[src/rtl/hpq_pkg.sv]
`timescale 1ns / 1ps

package hpq_pkg;

    // Table depth; node ids index the tables modulo this depth (power of two)
    localparam int NODE_COUNT  = 1024;
    localparam int ADDR_W      = $clog2(NODE_COUNT);
    localparam int ID_W        = 10;
    localparam int MAX_RESULTS = 21;
    localparam int CNT_W       = $clog2(MAX_RESULTS + 1);

    localparam int IN_TDATA_W  = 56;
    localparam int IN_TUSER_W  = 2;
    localparam int OUT_TDATA_W = 48;

    localparam logic CMD_LOAD   = 1'b0;
    localparam logic CMD_QUERY  = 1'b1;
    localparam logic KIND_NODE  = 1'b0;
    localparam logic KIND_EDGE  = 1'b1;

    typedef logic [ID_W-1:0]   id_t;
    typedef logic [ADDR_W-1:0] addr_t;

    // One node's table entry
    typedef struct packed {
        id_t  pre;
        id_t  head;
        logic par_valid;
        id_t  par;
    } entry_t;

    // Unpacked input request
    typedef struct packed {
        logic command;
        id_t  node_a;
        id_t  node_b;
        id_t  preorder_index;
        id_t  chain_head;
        id_t  parent_node;
        logic has_parent;
        logic range_kind;
    } req_t;

    // One result item
    typedef struct packed {
        logic          range_valid;
        id_t           range_low;
        logic [ID_W:0] range_high;
        logic          last;
        id_t           common_ancestor;
        id_t           path_edges;
    } result_t;

    function automatic addr_t slot(input id_t id);
        slot = addr_t'(id);
    endfunction

    function automatic id_t node_id(input addr_t a);
        node_id = id_t'(a);
    endfunction

endpackage

[src/rtl/hpq_out.sv]
`timescale 1ns / 1ps

module hpq_out
    import hpq_pkg::*;
(
    input  logic                   clk,
    input  logic                   rst_n,
    input  logic                   res_valid,
    output logic                   res_ready,
    input  result_t                res,
    output logic                   m_tvalid,
    input  logic                   m_tready,
    output logic [OUT_TDATA_W-1:0] m_tdata,
    output logic                   m_tlast,
    output logic [0:0]             m_tuser
);

    logic    valid_reg;
    result_t res_reg;

    // Take a new result whenever the slot is empty or being drained
    assign res_ready = !valid_reg || m_tready;

    always_ff @(posedge clk or negedge rst_n)
    begin
        if (!rst_n)
        begin
            valid_reg <= 1'b0;
        end
        else if (res_ready)
        begin
            valid_reg <= res_valid;
        end
    end

    always_ff @(posedge clk)
    begin
        if (res_valid && res_ready)
        begin
            res_reg <= res;
        end
    end

    assign m_tvalid = valid_reg;
    assign m_tdata  = OUT_TDATA_W'({res_reg.path_edges, res_reg.common_ancestor,
                                    res_reg.range_high, res_reg.range_low});
    assign m_tlast  = res_reg.last;
    assign m_tuser  = res_reg.range_valid;

endmodule

[config.mk]
export PLATFORM = sky130hd
export DESIGN_NAME = hpq_out
export DESIGN_NICKNAME = d
export VERILOG_FILES = /design/src/rtl/hpq_pkg.sv /design/src/rtl/hpq_out.sv
export SDC_FILE = /design/constraint.sdc
export NUM_CORES = 1
export LEC_CHECK = 0
export ABC_AREA = 1
export BUFFER_PORTS_ARGS = -buffer_cell sky130_fd_sc_hd__buf_4
export CORE_MARGIN = 2
export CORE_UTILIZATION = 26
export DETAILED_ROUTE_END_ITERATION = 8
export SLEW_MARGIN = 20
export SYNTH_ARGS = -nofsm -noshare
export SYNTH_HDL_FRONTEND = slang
export SYNTH_SLANG_ARGS = --single-unit
[constraint.sdc]
create_clock -name clk -period 3.85 [get_ports clk]
set_input_delay 0.77 -clock clk [delete_from_list [all_inputs] [get_ports clk]]
set_output_delay 0.77 -clock clk [all_outputs]
set_load 0.02 [all_outputs]
=== Yosys cells after proc, flatten, opt, wreduce, memory -nomap -nowiden ===
Index checks and enable logic that the tools add are counted.

* Output and inout port bits: 52
* Logic and storage cells: 10
* Register bits: 44
* Input port bits: 47

* Reductions and logical operators: 3

{| class="wikitable"
|+ Operators with widths
! kind !! number
|-
| 1-bit logical AND || 1
|-
| 1-bit logical NOT || 1
|-
| 1-bit logical OR || 1
|}

=== Depth between registers and ports, before layout ===
Gate-level depths: netlist (run 1).

* Depth in word-level cells: 3
* Mapped depth: 3
* Mapped depth without buffers: 3

=== Least setup slack after synthesis (run 1) ===
Ideal clock, no wire load.

* Path kind: input to register
* Start point: in res_valid
* End point: reg res_reg (netlist bit m_tdata[0]), enable pin
* Arrival time: 2916 ps
* Library setup time: 458 ps
* Cell stages on the path: 2
* Slack: 477 ps
* Required time: 3392 ps
* Path through: inv_1 a21oi_1

* Cells in the longest elaborated chain, start to end: 1

{| class="wikitable"
|+ Ends and longest elaborated chain
! item !! RTL line !! RTL
|-
| start, declared || hpq_out.sv:8 || <nowiki>input logic res_valid,</nowiki>
|-
| 1-bit logical AND || hpq_out.sv:38 || <nowiki>if (res_valid && res_ready)</nowiki>
|-
| end signal, assigned || hpq_out.sv:40 || <nowiki>res_reg <= res;</nowiki>
|-
| end, declared || hpq_out.sv:19 || <nowiki>result_t res_reg;</nowiki>
|}

Every way passes these cells.
A chain may end at the register's enable or synchronous reset.

=== Worst setup path after layout (run 1) ===
* Start point: in m_tready
* End point: out res_ready

* Cells in the longest elaborated chain, start to end: 1

{| class="wikitable"
|+ Ends and longest elaborated chain
! item !! RTL line !! RTL
|-
| start, declared || hpq_out.sv:12 || <nowiki>input logic m_tready,</nowiki>
|-
| 1-bit logical OR || hpq_out.sv:22 || <nowiki>assign res_ready = !valid_reg || m_tready;</nowiki>
|-
| end, declared || hpq_out.sv:9 || <nowiki>output logic res_ready,</nowiki>
|}

Every way passes these cells.

==> out/results.txt, run 1 <==
number of diodes: 0
routed len/inst: 12.3 µm
kind of cell with the highest combined delay on the critical path: buffers and inverters
Final Skew: 2.79 ps
unrepaired setup endpoints after global routing: no
row count: 26
buffers inserted during post-CTS setup optimization: 0
synthesized instance count: 57
Met3 Wirelength: 380 µm
1st-iter DRT viols: 22
sum of net half-perimeters after detailed placement: 2.15 mm
count of final max-slew check failures: 0
leading cell types in the layout, fill and taps excluded: buf_4, edfxtp_1, conb_1
floorplan die width: 77.2 µm
global-route wire length before repair: 4.25 mm
full die area: 0.00596 mm²
Crit Path Max Fanout: 2
tightest hold margin: 243 ps
antenna violation net count after detailed routing: 0
Worst Path Arrival: 1210 ps
number of global-route vias before repair: 854
Critical Path, Cell by Cell: buf_4 > inv_1 > nand2_1 > buf_4
type of destination of the critical path: output port
number of antenna violations at the first check in global routing: 0
worst vdd rail ir drop: 0.190 mV
P&R area growth vs syn: 62.2%
WL met2: 1.44 mm
combined buffer and inverter count along the critical path: 3
area of placed instances: 0.00215 mm²
most prevalent standard cell on the critical path: buf_4
clock root cell: clkbuf_8
crit path launch: m_tready
Worst Path Required: 3080 ps
TritonCTS buffer count: 5
Worst Hold Class: primary input to asynchronous set/reset pin
Vias per Instance: 3.68
most frequent standard cell in the layout excluding fill and tap cells: buf_4
Pwr Density: 454 mW/mm²
Synthesis Warnings: 0
Rel. slew slack: 0.458
number of top-level pins: 99
sort of element at the start of the critical path: primary input
syn avg cell area: 24.4 µm²
critical register-to-register path startpoint: m_tvalid
initial core utilization: 0.271
top layer reached by signal wires: met4
post-synthesis sequential area ratio: 0.945
Post-layout nets: 202
Post-Synthesis Cell Area: 0.00139 mm²
clock tree from TritonCTS: yes
sum of routed wire length over all layers: 2.79 mm
pin count of the biggest net entering global routing: 27
clock sink total: 44
Non-Filler Cell Area, Final: 0.00226 mm²
via count of the routed design: 832
number of maximum-capacitance constraint violations: 0
transition time at the pin with the least slew margin: 811 ps
proportion of layout cells with a drive suffix above 1: 0.635
sum of negative setup slack: 0 ps
routed length on met1: 952 µm
number of distinct library cells after synthesis: 7
number of endpoints with negative hold slack in the final report: 0
number of buffers on the longest clock path: 2
gr ovfl total: 0
vertical die dimension: 77.2 µm
Core Box Area: 0.00514 mm²
total of endpoints with negative setup slack in the final report: 0
Peak Freq: 506 MHz
CTS Hold Bufs: 0
post-CTS resize count: 0
Clock Pin Slew Worst Setup and Hold Paths: 70 ps
Max stage delay cell, worst path: buf_4
total DRC errors in the routed layout: 0
Final Wtd Congestion: 0.613
later-pin clock latency in the skew report: 290 ps
minimum period implied by the final worst setup slack: 1980 ps
H-Tree Depth: 2
All-Layer GR Usage: 0.0943
Worst Setup Path Type: primary input to output port
flip-flop and latch count after synthesis: 44
LEAKAGE: 0.000957 µW
# port buffers: 91
fin crit share: 0.513
status: completed
number of iterations in the first detailed-routing pass: 2
stage delay of the slowest cell on the critical path: 160 ps
[cell type report]
| class | count | area, µm² |
|---|---|---|
| Sequential cell | 44 | 1320 |
| Clock buffer | 5 | 68.8 |
| Fill cell | 499 | 2880 |
| Timing Repair Buffer | 92 | 691 |
| Multi-Input combinational cell | 10 | 50.0 |
| Tap cell | 70 | 87.6 |
| Inverter | 2 | 7.51 |
| Clock inverter | 3 | 37.5 |
[per-stage QoR]
step / cells / power (µW) / util / setup slack (ps)
floorplan: 63 / 632 / - / 477
global placement: 218 / 702 / 0.419 / 1640
detailed placement: 218 / 705 / 0.419 / 1540
CTS: 226 / 1040 / 0.439 / 1870
global route: 226 / 1070 / 0.439 / 1790
finish: 226 / 1030 / 0.439 / 1870
[state kept, by name, indices dropped and copies added, names as in the netlist]
register and cells:
m_tdata 41, m_tuser 1, m_tlast 1, m_tvalid 1
[power by group]
group / internal, µW / leakage (µW) / switching [µW]
Combinational: 61.0 / 0.000484 / 65.9
Clock: 189 / 0.0000532 / 145
Sequential: 557 / 0.000420 / 7.67
[path summary, 6_finish.rpt]
kind	depth (start not counted)	slack, ps	end
setup / recovery	4	1870	res_ready
hold / removal	1	240	m_tvalid
setup reg to reg	2	2050	m_tdata[16]
hold reg to reg	2	600	m_tvalid
max in group asynchronous	1	3530	m_tvalid
min in group clk	2	600	m_tvalid
[synth_stat cells (all sizes together)]
master	count	area share
edfxtp	43	0.93
buf	7	0.038
inv	2	0.0054
nand2	2	0.0054
a21oi	1	0.0036
conb	1	0.0027
dfrtp	1	0.018
[layer usage]
layer	GRT usage	vias to the layer above
li1	-	395
met1	0.0881	376
met2	0.162	59
met3	0.0624	2
met4	0.0375	0
met5	0	-
[cell families (layout without fill, tap and decap cells)]
group,count (synthesis),after routing,synth area share
buffers and inverters,9,102,0.0431
other,1,7,0.00269
flip-flops,44,44,0.945
AO/OA/AOI/OAI,1,1,0.00359
AND/OR/NAND/NOR,2,2,0.00539
(Power assumes the default switching activity.)
==> run 2: changes to the inputs <==
==> constraint.sdc (replaced) <==
create_clock -name clk -period 2 [get_ports clk]
set_input_delay 0.4 -clock clk [delete_from_list [all_inputs] [get_ports clk]]
set_output_delay 0.4 -clock clk [all_outputs]
set_load 0.02 [all_outputs]
==> out/results.txt, run 2 (same netlist as run 1, synthesis figures left out) <==
sum of negative setup slack: 0 ps
Worst Hold Class: primary input to flop
CTS Hold Bufs: 1
global-route wire length before repair: 4.45 mm
Pwr Density: 820 mW/mm²
clock sink total: 44
number of iterations in the first detailed-routing pass: 4
vertical die dimension: 77.2 µm
Worst Path Arrival: 950 ps
later-pin clock latency in the skew report: 280 ps
row count: 26
Filler Cell Count: 501
full die area: 0.00596 mm²
Final Wtd Congestion: 0.607
initial core utilization: 0.271
pin count of the biggest net entering global routing: 25
number of top-level pins: 99
number of buffers on the longest clock path: 2
via count of the routed design: 850
total of endpoints with negative setup slack in the final report: 0
most frequent standard cell in the layout excluding fill and tap cells: buf_4
unrepaired setup endpoints after global routing: no
1st-iter DRT viols: 15
proportion of layout cells with a drive suffix above 1: 0.627
minimum period implied by the final worst setup slack: 1350 ps
Largest register FFs: 41
number of antenna violations at the first check in global routing: 0
Non-Filler Cell Area, Final: 0.00225 mm²
floorplan die width: 77.2 µm
H-Tree Depth: 2
sum of routed wire length over all layers: 2.89 mm
Crit Path Max Fanout: 3
fin crit share: 0.677
post-CTS resize count: 0
Core Box Area: 0.00514 mm²
TritonCTS buffer count: 5
sum of net half-perimeters after detailed placement: 2.30 mm
gr ovfl total: 0
Vias per Instance: 3.73
antenna violation net count after detailed routing: 0
leading cell types in the layout, fill and taps excluded: buf_4, edfxtp_1, conb_1
number of global-route vias before repair: 880
Post-layout nets: 204
LEAKAGE: 0.000953 µW
area of placed instances: 0.00216 mm²
Final Skew: 1.35 ps
All-Layer GR Usage: 0.0976
number of maximum-capacitance constraint violations: 0
type of destination of the critical path: output port
Worst Setup Path Type: flop to output port
Worst Path Required: 1600 ps
buffers inserted during post-CTS setup optimization: 0
total DRC errors in the routed layout: 0
worst vdd rail ir drop: 0.521 mV
sort of element at the start of the critical path: flop
clock tree from TritonCTS: yes
number of diodes: 0
Peak Freq: 738 MHz
status: completed
number of endpoints with negative hold slack in the final report: 0
count of final max-slew check failures: 0
clock root cell: clkbuf_8
P&R area growth vs syn: 61.5%
routed len/inst: 12.7 µm
# port buffers: 91
Clock Pin Slew Worst Setup and Hold Paths: 70 ps
-- run 2: per-stage QoR --
| stage | cells | utilization | total power [µW] | setup slack, ps | hold WS [ps] |
|---|---|---|---|---|---|
| floorplan | 63 | - | 1220 | 321 | 104 |
| CTS | 228 | 0.438 | 1880 | 623 | 275 |
| global placement | 219 | 0.420 | 1350 | 706 | 176 |
| detailed placement | 219 | 0.420 | 1360 | 663 | 177 |
| finish | 228 | 0.438 | 1850 | 645 | 291 |
| global route | 228 | 0.438 | 1940 | 593 | 270 |
-- run 2: power by group --
group	internal, µW	total, µW	switching [µW]
Combinational	120	250	129
Sequential	1070	1090	15.3
Clock	248	508	260
-- run 2: layout make-up --
| cell class | count | area [µm²] | area share |
|---|---|---|---|
| timing repair buffer | 94 | 708 | 0.315 |
| multi-input combinational | 10 | 50.0 | 0.0222 |
| sequential | 44 | 1320 | 0.585 |
| inverter | 2 | 7.51 | 0.00334 |
| tap | 70 | 87.6 | 0.0389 |
| clock buffer | 8 | 80.1 | 0.0356 |
-- run 2: critical path: stages (launching register included) --
cell and delay, ps:
dfrtp_1 420, nand2_1 110, buf_4 140
-- run 2: final timing paths --
path	from	endpoint	slack, ps	cells after the start
max in group asynchronous	rst_n	m_tvalid	1490	2
max reg2reg	m_tvalid	m_tdata[11]	780	2
min in group asynchronous	rst_n	m_tvalid	430	2
min	res[17]	m_tdata[28]	290	1
min reg2reg	m_tvalid	m_tvalid	600	2
max	m_tvalid	res_ready	650	2
-- run 2: metal layers --
metal | global-route usage | share of wire
met1 | 0.104 | 0.35
met2 | 0.171 | 0.53
met3 | 0.0482 | 0.12
met4 | 0.0268 | 0.0055
met5 | 0 | 0
